## src/tlc_pkg.sv

```systemverilog
// Shared types, status codes and a helper function for the two-level tag lookup.
package tlc_pkg;

    localparam int SET_W   = 16;
    localparam int TAG_W   = 32;
    localparam int WCNT_W  = 7;

    localparam logic [2:0] REG_L1_OFF  = 3'd0;
    localparam logic [2:0] REG_L1_IDX  = 3'd1;
    localparam logic [2:0] REG_L1_WAYS = 3'd2;
    localparam logic [2:0] REG_L2_OFF  = 3'd3;
    localparam logic [2:0] REG_L2_IDX  = 3'd4;
    localparam logic [2:0] REG_L2_WAYS = 3'd5;

    typedef enum logic [2:0] {
        ST_NONE  = 3'd0,
        ST_RHIT  = 3'd1,
        ST_RMISS = 3'd2,
        ST_WHIT  = 3'd3,
        ST_WMISS = 3'd4
    } status_t;

    typedef struct packed {
        logic [2:0] l1_offset_bits;
        logic [2:0] l1_index_bits;
        logic [3:0] l1_ways;
        logic [2:0] l2_offset_bits;
        logic [3:0] l2_index_bits;
        logic [4:0] l2_ways;
    } cfg_t;

    typedef struct packed {
        logic              wr;
        logic [SET_W-1:0]  s1;
        logic [TAG_W-1:0]  t1;
        logic [WCNT_W-1:0] w1;
        logic [SET_W-1:0]  s2;
        logic [TAG_W-1:0]  t2;
        logic [WCNT_W-1:0] w2;
    } req_t;

    typedef struct packed {
        logic              rd_en;
        logic [SET_W-1:0]  rd_set;
        logic [TAG_W-1:0]  tag;
        logic [WCNT_W-1:0] ways;
        logic              fill_en;
    } lvl_ctrl_t;

    function automatic int flog2(input int n);
        int r;
        r = 0;
        for (int i = 0; i < 31; i++)
        begin
            if ((1 << i) <= n)
            begin
                r = i;
            end
        end
        return r;
    endfunction

endpackage

```

## src/tlc_front.sv

```systemverilog
// Front end: take requests, split the address for both levels, queue them.
module tlc_front #(
    parameter int L1_MAX_SETS = 64,
    parameter int L1_MAX_WAYS = 8,
    parameter int L2_MAX_SETS = 256,
    parameter int L2_MAX_WAYS = 16
) (
    input  logic          clk,
    input  logic          rst_n,
    input  tlc_pkg::cfg_t cfg,
    input  logic          s_axis_tvalid,
    output logic          s_axis_tready,
    input  logic [31:0]   s_axis_tdata,
    input  logic          s_axis_tuser,
    output logic          q_valid,
    output tlc_pkg::req_t q_req,
    input  logic          q_pop
);

    localparam int L1_KMAX = tlc_pkg::flog2(L1_MAX_SETS);
    localparam int L2_KMAX = tlc_pkg::flog2(L2_MAX_SETS);

    tlc_pkg::req_t q_mem [2];
    logic [1:0]    count_reg;
    logic          wr_ptr_reg;
    logic          rd_ptr_reg;
    tlc_pkg::req_t dec;
    logic [4:0]    k1;
    logic [4:0]    k2;
    logic          push;

    always_comb
    begin
        k1 = (5'(cfg.l1_index_bits) > 5'(L1_KMAX)) ? 5'(L1_KMAX) : 5'(cfg.l1_index_bits);
        k2 = (5'(cfg.l2_index_bits) > 5'(L2_KMAX)) ? 5'(L2_KMAX) : 5'(cfg.l2_index_bits);
        dec.wr = s_axis_tuser;
        dec.s1 = tlc_pkg::SET_W'((s_axis_tdata >> cfg.l1_offset_bits) & ((32'd1 << k1) - 32'd1));
        dec.t1 = s_axis_tdata >> (6'(cfg.l1_offset_bits) + 6'(k1));
        dec.s2 = tlc_pkg::SET_W'((s_axis_tdata >> cfg.l2_offset_bits) & ((32'd1 << k2) - 32'd1));
        dec.t2 = s_axis_tdata >> (6'(cfg.l2_offset_bits) + 6'(k2));
        if (cfg.l1_ways == '0)
            dec.w1 = tlc_pkg::WCNT_W'(1);
        else if (tlc_pkg::WCNT_W'(cfg.l1_ways) > tlc_pkg::WCNT_W'(L1_MAX_WAYS))
            dec.w1 = tlc_pkg::WCNT_W'(L1_MAX_WAYS);
        else
            dec.w1 = tlc_pkg::WCNT_W'(cfg.l1_ways);
        if (cfg.l2_ways == '0)
            dec.w2 = tlc_pkg::WCNT_W'(1);
        else if (tlc_pkg::WCNT_W'(cfg.l2_ways) > tlc_pkg::WCNT_W'(L2_MAX_WAYS))
            dec.w2 = tlc_pkg::WCNT_W'(L2_MAX_WAYS);
        else
            dec.w2 = tlc_pkg::WCNT_W'(cfg.l2_ways);
    end

    assign s_axis_tready = (count_reg != 2'd2);
    assign push          = s_axis_tvalid && s_axis_tready;
    assign q_valid       = (count_reg != 2'd0);
    assign q_req         = q_mem[rd_ptr_reg];

    always_ff @(posedge clk)
    begin
        if (push)
        begin
            q_mem[wr_ptr_reg] <= dec;
        end
    end

    always_ff @(posedge clk or negedge rst_n)
    begin
        if (!rst_n)
        begin
            count_reg  <= '0;
            wr_ptr_reg <= 1'b0;
            rd_ptr_reg <= 1'b0;
        end
        else
        begin
            if (push)
                wr_ptr_reg <= ~wr_ptr_reg;
            if (q_pop)
                rd_ptr_reg <= ~rd_ptr_reg;
            if (push && !q_pop)
                count_reg <= count_reg + 2'd1;
            else if (!push && q_pop)
                count_reg <= count_reg - 2'd1;
        end
    end

endmodule

```

## config.mk

```make
export PLATFORM = sky130hd
export DESIGN_NAME = tlc_front
export DESIGN_NICKNAME = d
export VERILOG_FILES = /design/src/tlc_pkg.sv /design/src/tlc_front.sv
export SDC_FILE = /design/constraint.sdc
export NUM_CORES = 1
export LEC_CHECK = 0
export BUFFER_PORTS_ARGS = -buffer_cell sky130_fd_sc_hd__buf_2
export CORE_MARGIN = 4
export CORE_UTILIZATION = 45
export DETAILED_ROUTE_END_ITERATION = 8
export PLACE_DENSITY = 0.67
export SLEW_MARGIN = 25
export SYNTH_ARGS = -nofsm -noshare
export SYNTH_HDL_FRONTEND = slang
export SYNTH_SLANG_ARGS = --single-unit
```

## constraint.sdc

```tcl
create_clock -name clk -period 5.9 [get_ports clk]
set_input_delay 1.18 -clock clk [delete_from_list [all_inputs] [get_ports clk]]
set_output_delay 1.18 -clock clk [all_outputs]
set_load 0.005 [all_outputs]
```

# [Word-level counts from Yosys, hierarchy flattened]
# Memories as Yosys holds them, arrays and structs flattened.
# Index checks and enable logic that the tools add are counted.
[totals] ff_bits=4 mem_bits_rw=218 input_bits=59 out_inout_bits=113 word_cells=44 memories=1
[classes] n_addsub=6 magnitude_cmp=4 n_eq_ne=1 shift=6 n_mux=10 bitwise=4 reduce_logical=9
[memory_table] memory="q_mem" words=2 word_bits=109 read_ports=1 rd_clocked_by_memory_dff=0 write_ports=1 line="tlc_front.sv:23" text="tlc_pkg::req_t q_mem [2];"
[op_table] cell=">> shifter 32 x 3 -> 16 bit" n=2
[op_table] cell="bitwise AND 16 bit" n=2
[op_table] cell=">> shifter 32 x 4 -> 32 bit" n=1
[op_table] cell=">> shifter 32 x 5 -> 32 bit" n=1
[op_table] cell="subtractor 16 x 1 -> 16 bit (second input constant)" n=2
[op_table] cell="<< shifter 1 x 3 -> 16 bit (first input constant)" n=1
[op_table] cell="<< shifter 1 x 4 -> 16 bit (first input constant)" n=1
[op_table] cell="2-to-1 mux 5 bit" n=2
[op_table] cell="> comparator 4 bit (second input constant)" n=2
[op_table] cell="2-to-1 mux 4 bit" n=2
[op_table] cell="2-to-1 mux 7 bit" n=1
[op_table] cell="adder 3 x 4 -> 5 bit" n=1
[op_table] cell="> comparator 5 bit (second input constant)" n=1
[op_table] cell="logical NOT 5 bit" n=1
[op_table] cell="adder 3 x 3 -> 4 bit" n=1
[op_table] cell="logical NOT 4 bit" n=1
[op_table] cell="2-to-1 mux 2 bit" n=2
[op_table] cell="nonzero test 2 bit" n=2
[op_table] cell="> comparator 3 bit (second input constant)" n=1
[op_table] cell="logical AND 1 bit" n=3
[op_table] cell="2-to-1 mux 3 bit" n=1
[op_table] cell="adder 2 x 1 -> 2 bit (second input constant)" n=1
[op_table] cell="logical NOT 1 bit" n=2
[op_table] cell="2-to-1 mux 1 bit" n=2
[op_table] cell="other kinds (3)" n=4

# [Longest topological paths before layout]
# Gate-level depths: netlist of run 1.
[depth] word_depth=6 ltp_mapped=12 mapped_depth_nobuf=9

# [Least setup slack after synthesis of run 1]
# No wires, ideal clock.
[synth_path] path_kind="input-to-reg" start="in s_axis_tvalid" end="mem q_mem[0][0] in the netlist's numbering, enable pin" setup_time_ns=0.572 arrival_ns=5.679 t_required_ns=5.328 setup_slack_ns=-0.351 stages=2 n_path_buf=0 cell_sequence="nand2_1 > nor2_1"
[synth_between] elab_chain_cells=3
[synth_lines] element="from (decl)" line="tlc_front.sv:11" text="input logic s_axis_tvalid,"
[synth_lines] element="logical AND 1 bit" line="tlc_front.sv:56" text="assign push = s_axis_tvalid && s_axis_tready;"
[synth_lines] element="2-to-1 mux 1 bit" line="tlc_front.sv:62" text="if (push)"
[synth_lines] element="2-to-1 mux 1 bit (not written as such)" line="tlc_front.sv:64" text="q_mem[wr_ptr_reg] <= dec;"
[synth_lines] element="to (decl)" line="tlc_front.sv:23"
# Every way passes these cells.

==> summary.md, run 1 <==
* **final setup violating endpoints** 0
* **number of buffers inserted during clock tree synthesis** 24
* **number of antenna diodes** 0
* **share of layout cells above drive strength 1** 0.380
* **number of buffers inserted by post-CTS setup repair** 0
* **initial antenna violation count** 2
* **area fraction in compound gates after synthesis** 0.0661
* **share of the synthesized netlist area taken by xor and xnor gates** 0.00827
* **Max Cap Viol** 0
* **Synth Register Bits** 216
* **outcome** finished, final reports clean
* **number of nets at the end of the flow** 1136
* **Worst VDD drop** 241 uV
* **clock skew** 0.0122 ns
* **Setup Crit Path Kind** in -> reg
* **I/O pin count** 172
* **Synth Area in Adders** 0.0123
* **post-detailed-route via-to-cell ratio** 5.89
* **CTS tree** done
* **Hold Buf Count CTS** 0
* **Syn Area/Cell** 13.6 um2
* **CTS Root Buffer Type** sky130_fd_sc_hd__clkbuf_16
* **number of gates resized after CTS** 0
* **number of distinct library cells after synthesis** 64
* **GRT Resource Usage Total** 0.195
* **I/O Buffers** 166
* **area of all placed cells without fillers** 14200 um2
* **Leak Pwr** 5.33 nW
* **post-place instance area** 13500 um2
* **Wirelength per Cell** 21.5 um
* **height of the die** 174 um
* **horizontal die dimension** 174 um
* **Die Footprint** 30300 um2
* **clock period minus worst slack** 3.95 ns
* **Setup Total Neg Slack** 0 ns
* **worst slew slack as a fraction of its limit** 0.294
* **initial core utilization** 0.459
* **Syn Std Cell Area** 12400 um2
* **share of the yosys chip area belonging to registers** 0.521
* **maximum clock frequency** 0.253 GHz
* **number of DRC violations after detailed routing** 0
* **insertion delay of the later-clocked pin in the worst-skew pair** 0.52 ns
* **Clock Pin Slew Worst Setup and Hold Paths** 0.06 ns
* **Max Slew Vio Count** 0
* **global-route congestion overflow total** 0
* **cell types with the largest area share after synthesis** sky130_fd_sc_hd__edfxtp_1, sky130_fd_sc_hd__mux2_2, sky130_fd_sc_hd__mux4_2
* **transition time at the pin with the least slew margin** 1.06 ns
* **Longest Clk Path Bufs** 3
* **global-route wire length before repair** 47100 um
* **combinational family with the most area after synthesis** multiplexers
* **power density normalized to cell area** 402 nW/um2
* **Std-Cell Core Area** 27000 um2
* **number of endpoints with negative hold slack in the final report** 0
* **proportion of synthesized flip-flops having asynchronous set or reset** 0.0185
* **maximum number of pins on one net before global-route repair** 63
* **HP Class** in -> async
* **vias in the first global route** 8003
* **mux cell area share after synthesis** 0.272
* **number of flip-flops in the largest register** 212
* **total number of vias** 8381
* **final weighted congestion in routability-driven placement** 0.880
* **share of the clock period used by the worst path after layout** 0.670
* **Ys Warns** 0
* **top-area cell type share of the netlist area** 0.513
* **RSZ-0062 raised after global routing** false
* **row count** 60
* **number of enable flip-flop cells after synthesis** 212
* **sum of routed wire length over all layers** 30500 um
* **CP endpoint kind** register
* **Sinks on Clock Net** 216
* **area fraction in and, or, nand and nor cells after synthesis** 0.0803
* **area overhead of the layout relative to synthesis** 14.2%
* **Critical Path RT** 6.12 ns
* **detailed-router iteration count before antenna repair** 5
* **leading cell types in the layout, fill and taps excluded** sky130_fd_sc_hd__edfxtp_1, sky130_fd_sc_hd__buf_2, sky130_fd_sc_hd__mux2_2
* **kind of start point of the critical path** input pin
* **DPL Wire Length** 21000 um
* **most instantiated flip-flop cell in the synthesis netlist** sky130_fd_sc_hd__edfxtp_1
* **Gate Count Post-Synth** 911
* **most common cell after layout, fill and taps aside** sky130_fd_sc_hd__edfxtp_1
* **Post-DRT Antenna Nets** 0
* **level count of the clock H-tree** 1
* **Arrival @ worst endpoint** 4.17 ns
* **number of violations reported at the end of detailed-routing iteration 0** 790
* **worst-path maximum fanout** 28
* **minimum setup slack among reg-to-reg paths** 3.41 ns
* **cell type contributing the most total cell area after synthesis** sky130_fd_sc_hd__edfxtp_1
-- kinds of logic after synthesis --
logic type,count (synthesis)
AO/OA/AOI/OAI,125
XOR/XNOR,10
adder cells (fa/ha/maj),11
buffers and inverters,89
flip-flops,216
multiplexers,242
other,2
AND/OR/NAND/NOR,216
-- synth_stat cells (5+ instances only) --
| master | n |
|---|---|
| sky130_fd_sc_hd__a211oi_1 | 15 |
| sky130_fd_sc_hd__inv_1 | 8 |
| sky130_fd_sc_hd__and2_1 | 5 |
| sky130_fd_sc_hd__and3_1 | 8 |
| sky130_fd_sc_hd__mux2_2 | 123 |
| sky130_fd_sc_hd__edfxtp_1 | 212 |
| sky130_fd_sc_hd__ha_1 | 9 |
| sky130_fd_sc_hd__buf_4 | 11 |
| sky130_fd_sc_hd__nand3_1 | 13 |
| sky130_fd_sc_hd__nor2_1 | 63 |
| sky130_fd_sc_hd__nor3_1 | 8 |
| sky130_fd_sc_hd__buf_2 | 25 |
| sky130_fd_sc_hd__mux2i_1 | 56 |
| sky130_fd_sc_hd__a221oi_1 | 5 |
| sky130_fd_sc_hd__a21oi_1 | 27 |
| sky130_fd_sc_hd__o21ai_0 | 24 |
| sky130_fd_sc_hd__nor2b_1 | 12 |
| sky130_fd_sc_hd__o21ai_1 | 5 |
| sky130_fd_sc_hd__clkbuf_1 | 34 |
| sky130_fd_sc_hd__buf_6 | 5 |
| sky130_fd_sc_hd__mux4_2 | 60 |
| sky130_fd_sc_hd__nand2_1 | 87 |
| sky130_fd_sc_hd__a31oi_1 | 17 |
-- critical path, stage by stage --
cell and delay (ns):
sky130_fd_sc_hd__buf_2 0.25, sky130_fd_sc_hd__nor2_1 0.08, sky130_fd_sc_hd__ha_1 0.22, sky130_fd_sc_hd__fa_1 0.82
sky130_fd_sc_hd__buf_4 0.44, sky130_fd_sc_hd__mux4_2 0.60, sky130_fd_sc_hd__nand2_1 0.09, sky130_fd_sc_hd__a22oi_1 0.09
sky130_fd_sc_hd__a311oi_1 0.27, sky130_fd_sc_hd__a221oi_1 0.11
-- layout make-up --
cell class	count	area, um2
Sequential cell	216	6470
Multi-Input combinational cell	639	5630
Inverter	8	30.0
Tap cell	341	427
Clock buffer	33	634
Fill cell	2329	12900
Timing Repair Buffer	177	913
Clock inverter	9	62.6
-- layer usage --
| layer | vias to the layer above | wire length (um) | GRT usage |
|---|---|---|---|
| li1 | 3796 | - | - |
| met1 | 4145 | 13100 | 0.286 |
| met2 | 398 | 14300 | 0.310 |
| met3 | 40 | 2550 | 0.0346 |
| met4 | 2 | 569 | 0.0393 |
| met5 | - | 13 | 0 |
-- final timing paths --
check,cells past startpoint,start,endpoint
max in group asynchronous,1,rst_n,rd_ptr_reg
worst min register to register,1,count_reg[1],count_reg[1]
min in group clk,1,count_reg[1],count_reg[1]
worst max-delay path,10,cfg[8],q_mem[0][10]
worst max register to register,4,count_reg[0],q_mem[0][49]
worst min-delay path,1,rst_n,rd_ptr_reg
-- power breakdown --
part / total (W) / leakage (nW) / switching, W / internal (W)
combinational: 0.00202 / 2.96 / 0.00110 / 0.000927
sequential: 0.00234 / 2.03 / 0.000142 / 0.00220
clock: 0.00133 / 0.338 / 0.000573 / 0.000755
total: 0.00570 / 5.33 / 0.00181 / 0.00388
-- per-stage QoR --
step,cells,hold slack [ns],utilization,power [W],setup slack [ns]
finish,1423,0.466,0.524,0.00570,1.95
global route,1423,0.453,0.524,0.00603,1.68
CTS,1423,0.449,0.524,0.00578,1.98
detailed placement,1381,0.479,0.498,0.00443,1.43
global placement,1381,0.471,0.498,0.00440,1.51
floorplan,944,0.456,-,0.00368,1.43
(Power assumes the default switching activity.)
==> run 2: changes to the inputs <==
--- a/config.mk
+++ b/config.mk
@@ -5,11 +5,12 @@
 export SDC_FILE = /design/constraint.sdc
 export NUM_CORES = 1
 export LEC_CHECK = 0
+export ABC_AREA = 1
 export BUFFER_PORTS_ARGS = -buffer_cell sky130_fd_sc_hd__buf_2
 export CORE_MARGIN = 4
 export CORE_UTILIZATION = 45
 export DETAILED_ROUTE_END_ITERATION = 8
-export PLACE_DENSITY = 0.67
+export PLACE_DENSITY = 0.65
 export SLEW_MARGIN = 25
 export SYNTH_ARGS = -nofsm -noshare
 export SYNTH_HDL_FRONTEND = slang
==> constraint.sdc (replaced) <==
create_clock -name clk -period 4.05 [get_ports clk]
set_input_delay 0.81 -clock clk [delete_from_list [all_inputs] [get_ports clk]]
set_output_delay 0.81 -clock clk [all_outputs]
set_load 0.005 [all_outputs]
==> run 2 against run 1 <==
  * Critical endpoint is now q_req[12]
  * Critical path type is now reg -> out
  * First-iteration DRC count is 19% higher
  * Final cell count is 28% higher
  * Sequential share of layout area increased by 0.42 points
  * Largest power group unchanged
==> summary.md, run 2 <==
* **kind of start point of the critical path** register
* **Worst Setup Slack post-DPL** 0.701 ns, -0.732 ns
* **height of the die** 172 um, -0.88%
* **Worst VDD drop** 319 uV, +32%
* **Post-DRT Antenna Nets** 0, unchanged
* **I/O pin count** 172, unchanged
* **Sinks on Clock Net** 216, unchanged
* **CTS Root Buffer Type** sky130_fd_sc_hd__clkbuf_16
* **number of violations reported at the end of detailed-routing iteration 0** 940, +19%
* **vias in the first global route** 9208, +15%
* **total number of vias** 9884, +18%
* **global-route congestion overflow total** 0, unchanged
* **share of the yosys chip area belonging to registers** 0.531, +0.00981
* **CTS tree** done
* **Wirelength per Cell** 17.8 um, -17%
* **clock period minus worst slack** 3.04 ns
* **maximum clock frequency** 0.329 GHz
* **row count** 59, -1.7%
* **Syn Area/Cell** 9.30 um2, -32%
* **Max Cap Viol** 0, unchanged
* **number of buffers inserted by post-CTS setup repair** 0, unchanged
* **area overhead of the layout relative to synthesis** 15.3%
* **commonest cells in the netlist** sky130_fd_sc_hd__nand2_1, sky130_fd_sc_hd__nand3_1, sky130_fd_sc_hd__edfxtp_1
* **Longest Clk Path Bufs** 3, unchanged
* **worst-path maximum fanout** 33, +18%
* **Max Slew Vio Count** 0, unchanged
* **final weighted congestion in routability-driven placement** 0.949, +7.9%
* **most instantiated flip-flop cell in the synthesis netlist** sky130_fd_sc_hd__edfxtp_1
* **transition time at the pin with the least slew margin** 1.02 ns, -0.0346 ns
* **maximum number of pins on one net before global-route repair** 60, -4.8%
* **Die Footprint** 29700 um2, -1.8%
* **Clock Pin Slew Worst Setup and Hold Paths** 0.06 ns, about the same
* **final setup violating endpoints** 0, unchanged
* **share of the clock period used by the worst path after layout** 0.751
* **top-area cell type share of the netlist area** 0.523, +0.00965
* **FILL cells** 2448, +5.1%
* **detailed-router iteration count before antenna repair** 5, unchanged
* **worst slew slack as a fraction of its limit** 0.316, +0.0220
* **post-route worst setup slack** 1.01 ns, -0.936 ns
* **DPL Wire Length** 23100 um, +9.9%
* **minimum setup slack among reg-to-reg paths** 2.19 ns, -1.22 ns
* **RSZ-0062 raised after global routing** false
* **worst slack on hold paths** 0.0908 ns, -0.376 ns
* **Setup Crit Path Kind** reg -> out
* **Hold Buf Count CTS** 0, unchanged
* **horizontal die dimension** 172 um, -0.88%
* **Ys Warns** 0, unchanged
* **number of flip-flops in the largest register** 212, unchanged
* **Arrival @ worst endpoint** 2.23 ns, -1.94 ns
* **clock skew** 0.0217 ns, +0.00952 ns
* **most used standard cell by instance count after synthesis** sky130_fd_sc_hd__nand2_1
* **cell types with the largest area share after synthesis** sky130_fd_sc_hd__edfxtp_1, sky130_fd_sc_hd__nand2_1, sky130_fd_sc_hd__nand3_1
* **cell type contributing the most total cell area after synthesis** sky130_fd_sc_hd__edfxtp_1
* **HP Class** in -> async
* **power density normalized to cell area** 592 nW/um2, +47%
* **initial core utilization** 0.462, +0.00301
* **most common cell after layout, fill and taps aside** sky130_fd_sc_hd__nand2_1
* **Reg2Reg Capture Point** q_mem[0][80]
* **level count of the clock H-tree** 1, unchanged
* **number of antenna diodes** 0, unchanged
* **number of distinct library cells after synthesis** 33, -48%
* **post-detailed-route via-to-cell ratio** 5.43, -7.8%
* **number of buffers inserted during clock tree synthesis** 24, unchanged
* **Critical Path RT** 3.24 ns, -2.88 ns
* **CP endpoint kind** output port
* **number of enable flip-flop cells after synthesis** 212, unchanged
* **outcome** finished, final reports clean
* **Std-Cell Core Area** 26400 um2, -2.5%
* **Critical R2R Launch** count_reg[0]
* **initial antenna violation count** 3, +1
* **R2R depth** 5, +1
* **leading cell types in the layout, fill and taps excluded** sky130_fd_sc_hd__nand2_1, sky130_fd_sc_hd__nand3_1, sky130_fd_sc_hd__edfxtp_1
* **global-route wire length before repair** 49900 um, +6.0%
* **number of endpoints with negative hold slack in the final report** 0, unchanged
* **I/O Buffers** 166, unchanged
* **number of gates resized after CTS** 0, unchanged
* **proportion of synthesized flip-flops having asynchronous set or reset** 0.0185, unchanged
* **number of DRC violations after detailed routing** 0, unchanged
* **Leak Pwr** 5.87 nW, +10%
* **share of layout cells above drive strength 1** 0.231, -0.148
* **Synth Register Bits** 216, unchanged
* **insertion delay of the later-clocked pin in the worst-skew pair** 0.53 ns, about the same
* **Syn Std Cell Area** 12200 um2, -1.8%
* **Gate Count Post-Synth** 1309, +44%
* **GRT Resource Usage Total** 0.211, +0.0161
* **sum of routed wire length over all layers** 32400 um, +6.0%
* **number of nets at the end of the flow** 1540, +36%
## run 2: cell count changes after synthesis, sizes merged, moves of 12 or more
cell / change
nor2: -19
buf: +17
inv: +50
mux2i: -56
o21ai: +66
a31oi: -16
clkbuf: -14
a211oi: -14
nor2b: -12
nand3: +233
nand2: +281
mux2: -17
mux4: -63
## run 2: critical path, cell delays in order, from the launching register on
cell and delay (ns):
sky130_fd_sc_hd__dfrtp_4 0.63, sky130_fd_sc_hd__buf_4 0.47, sky130_fd_sc_hd__mux2_2 0.43, sky130_fd_sc_hd__buf_2 0.14
## run 2: cells by family after synthesis
group           Yosys count  synth area share
buf+inv                 145            0.0535
mux                     106            0.0980
compound gates          144            0.0610
xor+xnor                  5           0.00421
fa+ha+maj                11            0.0125
simple gates            680             0.239
other cells               2          0.000617
flops                   216             0.531
## run 2: final cells by class
| type | instances | area [um2] | share of cell area |
|---|---|---|---|
| clock buffer | 31 | 627 | 0.0446 |
| clock inverter | 11 | 100 | 0.00713 |
| inverter | 61 | 229 | 0.0163 |
| multi-input combinational | 981 | 5200 | 0.370 |
| sequential | 216 | 6470 | 0.461 |
| tap | 335 | 419 | 0.0299 |
| timing repair buffer | 186 | 993 | 0.0708 |
## run 2: power by group
group / internal [W] / switching [W] / leakage [nW]
clock network: 0.00116 / 0.000848 / 0.356
registers: 0.00319 / 0.000152 / 2.03
logic: 0.00122 / 0.00173 / 3.48
## run 2: routing by layer
metal  routed length (um)  track usage
met3                 2540       0.0380
met2                14200        0.324
met1                14900        0.314
met5                   35      0.00167
met4                  702       0.0482
## run 2: worst max-delay path by stage
stage | from | end | slack, ns
finish | rd_ptr_reg | q_req[12] | 1.01
global placement | cfg[8] | q_mem[0][33] | 0.73
global route | rd_ptr_reg | q_req[12] | 0.92
detailed placement | cfg[8] | q_mem[0][33] | 0.70
CTS | rd_ptr_reg | q_req[12] | 0.95
floorplan | s_axis_tvalid | q_mem[1][0] | -0.07
## run 2: through the flow
step	util	instance area (um2)	std cells	TNS (ns)	power, W
2_1_floorplan	-	12300	1342	-12.23	0.00530
3_3_place_gp	0.505	13300	1779	0	0.00635
3_5_place_dp	0.505	13300	1779	0	0.00639
4_1_cts	0.533	14000	1821	0	0.00842
5_1_grt	0.533	14000	1821	0	0.00885
6_report	0.533	14000	1821	0	0.00831
